### src/rtl/core/etcp_pkg.sv
// Package for the exhaustive two-cluster partition block.
// Holds widths, controller commands and shared types; no dependencies.
package etcp_pkg;
    localparam int CoordW = 16;
    localparam int MaskW  = 15;
    localparam int CostW  = 36;
    localparam int CntW   = 5;
    localparam int SumW   = 20;
    localparam int SqW    = 37;
    localparam int NumW   = 42;

    typedef struct packed {
        logic load;
        logic mask_start;
        logic pt_step;
        logic pt_last;
        logic div_start;
        logic div_step;
        logic div_done;
        logic cmp;
        logic out_load;
    } etcp_cmd_t;
endpackage

### src/rtl/core/etcp_datapath.sv
// Datapath: point registers, per-mask accumulators, a restoring divider and
// the best-so-far compare. Depends on etcp_pkg.
module etcp_datapath #(
    parameter int NUM_POINTS = 10,
    parameter int IdxW = 4
) (
    input  logic clk,
    input  logic rst_n,
    input  etcp_pkg::etcp_cmd_t cmd,
    input  logic [IdxW-1:0] load_idx,
    input  logic [IdxW-1:0] pt_idx,
    input  logic [5:0] div_idx,
    input  logic div_sel,
    input  logic [etcp_pkg::CoordW-1:0] coord_x,
    input  logic [etcp_pkg::CoordW-1:0] coord_y,
    output logic last_mask,
    output logic [etcp_pkg::MaskW-1:0] best_mask,
    output logic [etcp_pkg::CostW-1:0] min_cost
);
    import etcp_pkg::*;

    logic [CoordW-1:0] px_reg [NUM_POINTS];
    logic [CoordW-1:0] py_reg [NUM_POINTS];
    logic [MaskW-1:0] mask_reg, bmask_reg, omask_reg;
    logic [CostW-1:0] bcost_reg, ocost_reg;
    logic first_reg;
    logic [CntW-1:0] c_reg [2];
    logic [SumW-1:0] sx_reg [2];
    logic [SumW-1:0] sy_reg [2];
    logic [SqW-1:0] sq_reg [2];
    logic [NumW-1:0] num_reg, quo_reg;
    logic [CntW-1:0] rem_reg;
    logic [CostW+1:0] tot_reg;
    logic [CntW-1:0] dc;
    logic [CntW:0] trial;
    logic k;
    logic [MaskW:0] mask_ext;
    logic [CoordW-1:0] x, y;
    logic [2*SumW-1:0] sxs, sys;
    logic [NumW-1:0] cs;
    logic [CostW+1:0] tot_next;
    logic [CostW-1:0] cost;

    assign x = px_reg[pt_idx];
    assign y = py_reg[pt_idx];
    assign mask_ext = {1'b0, mask_reg};
    assign k = mask_ext[IdxW'(NUM_POINTS-1) - pt_idx];
    assign last_mask = (mask_reg == MaskW'((1 << (NUM_POINTS-1)) - 1));
    assign dc = c_reg[div_sel];
    assign sxs = sx_reg[div_sel] * sx_reg[div_sel];
    assign sys = sy_reg[div_sel] * sy_reg[div_sel];
    assign cs = NumW'(dc) * NumW'(sq_reg[div_sel]);
    assign trial = {rem_reg, num_reg[6'(NumW-1) - div_idx]};
    assign tot_next = tot_reg + (CostW+2)'(quo_reg);
    assign cost = (tot_reg > (CostW+2)'({CostW{1'b1}})) ? {CostW{1'b1}}
                                                        : tot_reg[CostW-1:0];
    assign best_mask = omask_reg;
    assign min_cost = ocost_reg;

    always_ff @(posedge clk)
    begin
        if (cmd.load)
        begin
            px_reg[load_idx] <= coord_x;
            py_reg[load_idx] <= coord_y;
        end
    end

    always_ff @(posedge clk or negedge rst_n)
    begin
        if (!rst_n)
        begin
            mask_reg  <= '0;
            first_reg <= 1'b1;
            bmask_reg <= '0;
            bcost_reg <= '0;
            omask_reg <= '0;
            ocost_reg <= '0;
        end
        else
        begin
            if (cmd.load)
            begin
                mask_reg  <= MaskW'(1);
                first_reg <= 1'b1;
            end
            if (cmd.cmp)
            begin
                if (first_reg || cost < bcost_reg)
                begin
                    bcost_reg <= cost;
                    bmask_reg <= mask_reg;
                end
                first_reg <= 1'b0;
                mask_reg  <= mask_reg + MaskW'(1);
            end
            if (cmd.out_load)
            begin
                omask_reg <= bmask_reg;
                ocost_reg <= bcost_reg;
            end
        end
    end

    always_ff @(posedge clk)
    begin
        if (cmd.mask_start)
        begin
            for (int i = 0; i < 2; i++)
            begin
                c_reg[i]  <= '0;
                sx_reg[i] <= '0;
                sy_reg[i] <= '0;
                sq_reg[i] <= '0;
            end
            tot_reg <= '0;
        end
        else if (cmd.pt_step)
        begin
            c_reg[k]  <= c_reg[k] + CntW'(1);
            sx_reg[k] <= sx_reg[k] + SumW'(x);
            sy_reg[k] <= sy_reg[k] + SumW'(y);
            sq_reg[k] <= sq_reg[k] + SqW'(x * x) + SqW'(y * y);
        end
        if (cmd.div_start)
        begin
            num_reg <= (cs > NumW'(sxs) + NumW'(sys)) ? cs - NumW'(sxs) - NumW'(sys) : '0;
            rem_reg <= '0;
            quo_reg <= '0;
        end
        else if (cmd.div_step)
        begin
            if (trial >= {1'b0, dc})
            begin
                rem_reg <= CntW'(trial - {1'b0, dc});
                quo_reg <= {quo_reg[NumW-2:0], 1'b1};
            end
            else
            begin
                rem_reg <= trial[CntW-1:0];
                quo_reg <= {quo_reg[NumW-2:0], 1'b0};
            end
        end
        if (cmd.div_done)
            tot_reg <= (dc == '0) ? tot_reg : tot_next;
    end

    logic unused;
    assign unused = cmd.pt_last;
endmodule

### src/rtl/core/etcp_ctrl.sv
// Controller state machine: load count, per-mask point sweep and divider steps.
// Depends on etcp_pkg.
module etcp_ctrl #(
    parameter int NUM_POINTS = 10,
    parameter int IdxW = 4
) (
    input  logic clk,
    input  logic rst_n,
    input  logic in_valid,
    output logic in_stall,
    output logic out_valid,
    input  logic out_stall,
    input  logic last_mask,
    output etcp_pkg::etcp_cmd_t cmd,
    output logic [IdxW-1:0] load_idx,
    output logic [IdxW-1:0] pt_idx,
    output logic [5:0] div_idx,
    output logic div_sel
);
    import etcp_pkg::*;

    localparam logic [2:0] S_LOAD = 3'd0;
    localparam logic [2:0] S_INIT = 3'd1;
    localparam logic [2:0] S_PT   = 3'd2;
    localparam logic [2:0] S_DST  = 3'd3;
    localparam logic [2:0] S_DIV  = 3'd4;
    localparam logic [2:0] S_DEND = 3'd5;
    localparam logic [2:0] S_CMP  = 3'd6;
    localparam logic [2:0] S_OUT  = 3'd7;

    logic [2:0] state_reg, state_next;
    logic [IdxW-1:0] lidx_reg, pidx_reg;
    logic [5:0] didx_reg;
    logic sel_reg, ov_reg;
    logic acc;

    assign acc = in_valid && !in_stall;
    assign in_stall = (state_reg != S_LOAD);
    assign out_valid = ov_reg;
    assign load_idx = lidx_reg;
    assign pt_idx = pidx_reg;
    assign div_idx = didx_reg;
    assign div_sel = sel_reg;

    always_comb
    begin
        cmd = '0;
        state_next = state_reg;
        cmd.load = acc;
        case (state_reg)
            S_LOAD:
                if (acc && lidx_reg == IdxW'(NUM_POINTS-1))
                    state_next = S_INIT;
            S_INIT:
            begin
                cmd.mask_start = 1'b1;
                state_next = S_PT;
            end
            S_PT:
            begin
                cmd.pt_step = 1'b1;
                cmd.pt_last = (pidx_reg == IdxW'(NUM_POINTS-1));
                if (cmd.pt_last)
                    state_next = S_DST;
            end
            S_DST:
            begin
                cmd.div_start = 1'b1;
                state_next = S_DIV;
            end
            S_DIV:
            begin
                cmd.div_step = 1'b1;
                if (didx_reg == 6'(NumW-1))
                    state_next = S_DEND;
            end
            S_DEND:
            begin
                cmd.div_done = 1'b1;
                state_next = sel_reg ? S_CMP : S_DST;
            end
            S_CMP:
            begin
                cmd.cmp = 1'b1;
                state_next = last_mask ? S_OUT : S_INIT;
            end
            S_OUT:
                if (!ov_reg || !out_stall)
                begin
                    cmd.out_load = 1'b1;
                    state_next = S_LOAD;
                end
            default:
                state_next = S_LOAD;
        endcase
    end

    always_ff @(posedge clk or negedge rst_n)
    begin
        if (!rst_n)
        begin
            state_reg <= S_LOAD;
            lidx_reg  <= '0;
            pidx_reg  <= '0;
            didx_reg  <= '0;
            sel_reg   <= 1'b0;
            ov_reg    <= 1'b0;
        end
        else
        begin
            state_reg <= state_next;
            if (acc)
                lidx_reg <= (lidx_reg == IdxW'(NUM_POINTS-1)) ? '0 : lidx_reg + IdxW'(1);
            if (cmd.mask_start)
            begin
                pidx_reg <= '0;
                sel_reg  <= 1'b0;
            end
            if (cmd.pt_step)
                pidx_reg <= pidx_reg + IdxW'(1);
            if (cmd.div_start)
                didx_reg <= '0;
            if (cmd.div_step)
                didx_reg <= didx_reg + 6'd1;
            if (cmd.div_done)
                sel_reg <= ~sel_reg;
            if (cmd.out_load)
                ov_reg <= 1'b1;
            else if (!out_stall)
                ov_reg <= 1'b0;
        end
    end
endmodule

### src/rtl/core/exhaustive_two_cluster_partition.sv
// Exhaustive two-cluster partition of NUM_POINTS points by minimum squared error.
// Top level: joins etcp_ctrl and etcp_datapath; depends on etcp_pkg.
//
// Usage: points arrive one per beat on coord_x/coord_y (valid/stall). After
// the NUM_POINTS-th beat the block stalls its input and evaluates every mask
// from 1 to 2^(NUM_POINTS-1)-1. Each mask runs a sweep over all NUM_POINTS points
// to accumulate both clusters, then two serial divisions of 42 steps each, with setup,
// in the one-bit-per-cycle restoring divider, then the compare with the best so far.
// The result beat (best_mask, min_cost) is held in an output
// register; the input stays stalled while an earlier result is still
// waiting under out_stall. The loading of the next set of points starts
// once the result is in the output register.
// Reset clears the load count, the controller and the output valid. The point
// registers need no reset.
module exhaustive_two_cluster_partition #(
    parameter int NUM_POINTS = 10
) (
    input  logic clk,
    input  logic rst_n,
    input  logic in_valid,
    output logic in_stall,
    input  logic [etcp_pkg::CoordW-1:0] coord_x,
    input  logic [etcp_pkg::CoordW-1:0] coord_y,
    output logic out_valid,
    input  logic out_stall,
    output logic [etcp_pkg::MaskW-1:0] best_mask,
    output logic [etcp_pkg::CostW-1:0] min_cost
);
    import etcp_pkg::*;

    localparam int IdxW = $clog2(NUM_POINTS);

    etcp_cmd_t cmd;
    logic [IdxW-1:0] load_idx, pt_idx;
    logic [5:0] div_idx;
    logic div_sel, last_mask;

    etcp_ctrl #(.NUM_POINTS(NUM_POINTS), .IdxW(IdxW)) u_ctrl (
        .clk(clk), .rst_n(rst_n), .in_valid(in_valid), .in_stall(in_stall),
        .out_valid(out_valid), .out_stall(out_stall), .last_mask(last_mask),
        .cmd(cmd), .load_idx(load_idx), .pt_idx(pt_idx), .div_idx(div_idx),
        .div_sel(div_sel)
    );

    etcp_datapath #(.NUM_POINTS(NUM_POINTS), .IdxW(IdxW)) u_dp (
        .clk(clk), .rst_n(rst_n), .cmd(cmd), .load_idx(load_idx),
        .pt_idx(pt_idx), .div_idx(div_idx), .div_sel(div_sel),
        .coord_x(coord_x), .coord_y(coord_y), .last_mask(last_mask),
        .best_mask(best_mask), .min_cost(min_cost)
    );

`ifndef SYNTHESIS
    a_out_hold: assert property (@(posedge clk) disable iff (!rst_n)
        out_valid && out_stall |=> out_valid && $stable(best_mask) && $stable(min_cost))
        else $error("result changed under stall");
    a_no_load_busy: assert property (@(posedge clk) disable iff (!rst_n)
        (cmd.pt_step || cmd.div_step) |-> in_stall)
        else $error("input open during search");
    a_mask_nonzero: assert property (@(posedge clk) disable iff (!rst_n)
        out_valid |-> best_mask != '0)
        else $error("zero mask emitted");
`endif
endmodule
### config.mk
export PLATFORM = sky130hd
export DESIGN_NAME = exhaustive_two_cluster_partition
export DESIGN_NICKNAME = d
export VERILOG_FILES = /design/src/rtl/core/etcp_pkg.sv /design/src/rtl/core/etcp_datapath.sv /design/src/rtl/core/etcp_ctrl.sv /design/src/rtl/core/exhaustive_two_cluster_partition.sv
export SDC_FILE = /design/constraint.sdc
export NUM_CORES = 2
export LEC_CHECK = 0
export BUFFER_PORTS_ARGS = -buffer_cell sky130_fd_sc_hd__clkbuf_2
export CORE_AREA = 2 2 397 399
export DETAILED_ROUTE_END_ITERATION = 12
export DIE_AREA = 0 0 399 401
export PLACE_DENSITY = 0.72
export SLEW_MARGIN = 20
export SYNTH_ARGS = -nofsm -noshare
export SYNTH_HDL_FRONTEND = slang
export SYNTH_HIERARCHICAL = 1
export SYNTH_SLANG_ARGS = --single-unit
### constraint.sdc
create_clock -name clk -period 11.9 [get_ports clk]
set_input_delay 3.57 -clock clk [delete_from_list [all_inputs] [get_ports clk]]
set_output_delay 3.57 -clock clk [all_outputs]
set_load 0.01 [all_outputs]
==> results by group <==
Status
  – Status: complete, no violations

Power and ir drop
  – P_int: around 0.0045 W
  – Seq pwr share: 48.9%
  – Power Density: 65.0 nW/um^2
  – Worst vdd ir: 0.000137 V
  – Combinational share of power: 9.0%
  – Clock Power Share: 42.1%
  – Lkg Pwr: 43.1 nW
  – Switching power: 0.00146 W
  – Sw Ratio: 24.7%

Place
  – Routability cong.: 0.960
  – Post-DP HPWL: about 180 mm
  – Placement Setup Slack: 52.5 ps
  – IO buf count: 88
  – Placed inst area: between 80000 and 90000 sq um

Clocking
  – Clock sinks: between 700 and 800
  – Clk root buf: clkbuf_16
  – Clock transition at path regs: 60 ps
  – CTS tree: yes
  – Cts bufs inserted: 80
  – # H-tree levels: 3
  – Worst-Skew Late Latency: about 700 ps
  – Clock tree buffer depth: 3
  – Hold-fix buffers, CTS: 0

Drt
  – Vias per std cell: approximately 5.6
  – DR pass1 iterations: 7
  – DRT iter0 DRCs: between 4000 and 5000
  – Antenna Violating Nets Remaining: 0
  – DRT Wirelength: 218 mm
  – Wire per inst: 20.9 microns
  – Total number of vias: 58800
  – Post-route DRC: 0

GRT
  – First-pass GRT wire length: 347 mm
  – Largest net degree at the start of global routing: 77
  – Vias in the first global route: 61800
  – Initial antenna violation count: 4
  – GRT Util Overall: about 28%
  – Global route total overflow: 0

Finish
  – Layout area overhead: 8.66%
  – Share of cells above drive strength 1: 10.5%
  – Fill cells: 13000
  – Most frequent cells in the layout: inv_1 (1517), fa_1 (1126), nor2_1 (791), ha_1 (772), nand2_1 (691)
  – Fin area: 91000 sq um
  – Layout Nets: 10300
  – Commonest non-fill, non-tap cell in the layout: inv_1

Die
  – Io pins: 89
  – Starting density of the core: a little over half
  – Die area: ~160000 sq um
  – Cell Rows: about 150
  – Core ar.: between 150000 and 200000 sq um
  – Horiz. Die Dim: 399 microns
  – Die height: 401 microns

Synth
  – Mapped Area: 83700 sq um
  – Syn_nets: just over 10000
  – Warnings, synthesis: 6
  – Gate count of the mapped netlist: 8136
  – Synthesized area per cell: 10.3 sq um

Worst setup path
  – Req. time, crit path: ~12000 ps
  – Worst Path Buf+Inv: 6
  – CP delay by family, top: adder cells
  – CP arrival: 11710 ps
  – CP peak stage delay: 570 ps
  – Critical setup path kind: reg -> reg
  – Crit Path Max Fanout: 18
  – CP most frequent cell: fa_1
  – CP endpoint kind: flop
  – Slowest-stage cell, CP: fa_1
  – Startpoint Class: flop

STA
  – Final max-slew violation count: 0
  – Final min period: 11350 ps
  – Worst slew pin tran: 1040 ps
  – Fin crit share: 95.4%
  – Setup Viol. Count Final: 0
  – Max_slew headroom: 30.5%
  – Final clock skew: slightly above 70 ps
  – Fmax achieved: 88.1 MHz
  – Final hold viol count: 0
  – Setup TNS: 0 ps
  – Final WS setup: 548 ps

Min path
  – HP Class: reg -> reg

Flow run
  – Max-Cap Viols: 0
==> area by class of cell <==
class	count	area, sq um	area share [%]
clock inverters	37	427	0.469
inverters	1556	5850	6.43
clock buffers	110	2230	2.45
well taps	2058	2570	2.83
diodes	1	2.50	0.00275
flip-flops and latches	744	21200	23.3
multi-input cells	5620	56300	61.9
repair buffers	318	2350	2.59
==> worst register-to-register path, delay by kind of cell (launching register included) <==
family / cells / cell delay, ps
buf+inv: 6 / 850
mux: 1 / 320
simple gates: 12 / 1510
xor+xnor: 2 / 330
flops: 1 / 500
fa+ha+maj: 10 / 4510
compound gates: 17 / 3040
==> worst paths after layout <==
path	from	to	slack, ps	cells after the start
min reg2reg	u_ctrl/div_idx[0]	u_ctrl/div_idx[0]	500	1
max in group asynchronous	rst_n	u_ctrl/div_sel	7630	2
min in group asynchronous	rst_n	u_dp/min_cost[11]	2920	1
min	u_ctrl/div_idx[0]	u_ctrl/div_idx[0]	500	1
max reg2reg	u_ctrl/div_sel	u_dp/num_reg[7]	550	48
max	u_ctrl/div_sel	u_dp/num_reg[7]	550	48
==> stage by stage <==
stage | cells | total power [W] | util (%) | hold slack (ps)
2_1_floorplan | 8136 | 0.00334 | - | 472
3_3_place_gp | 10300 | 0.00345 | 56.4 | 479
3_5_place_dp | 10300 | 0.00347 | 56.4 | 488
4_1_cts | 10400 | 0.00596 | 58.1 | 500
5_1_grt | 10400 | 0.00613 | 58.5 | 527
6_report | 10400 | 0.00592 | 58.5 | 500
==> power by group through the flow <==
stage          clock [W]  sequential (W)  combinational (W)
6_report         0.00249         0.00290           0.000531
5_1_grt          0.00263         0.00290           0.000598
4_1_cts          0.00254         0.00290           0.000525
3_5_place_dp           0         0.00295           0.000520
3_3_place_gp           0         0.00295           0.000502
2_1_floorplan          0         0.00293           0.000412
==> layer usage <==
metal | GRT usage [%] | part of all wire [%] | up-vias
met2 | 44.4 | 46 | 2030
li1 | - | - | 26800
met3 | 3.91 | 6.9 | 387
met1 | 39.5 | 44 | 29600
met5 | 0 | 0.023 | -
met4 | 8.11 | 3.3 | 8
==> timing repair <==
action                     in CTS  in global routing
setup endpoints to repair      33                 42
buffers inserted                0                 14
pin swaps                       0                 16
gates resized for setup         1                 91
gates cloned                    0                  3
Note: power is estimated with default switching activity, not from simulation.
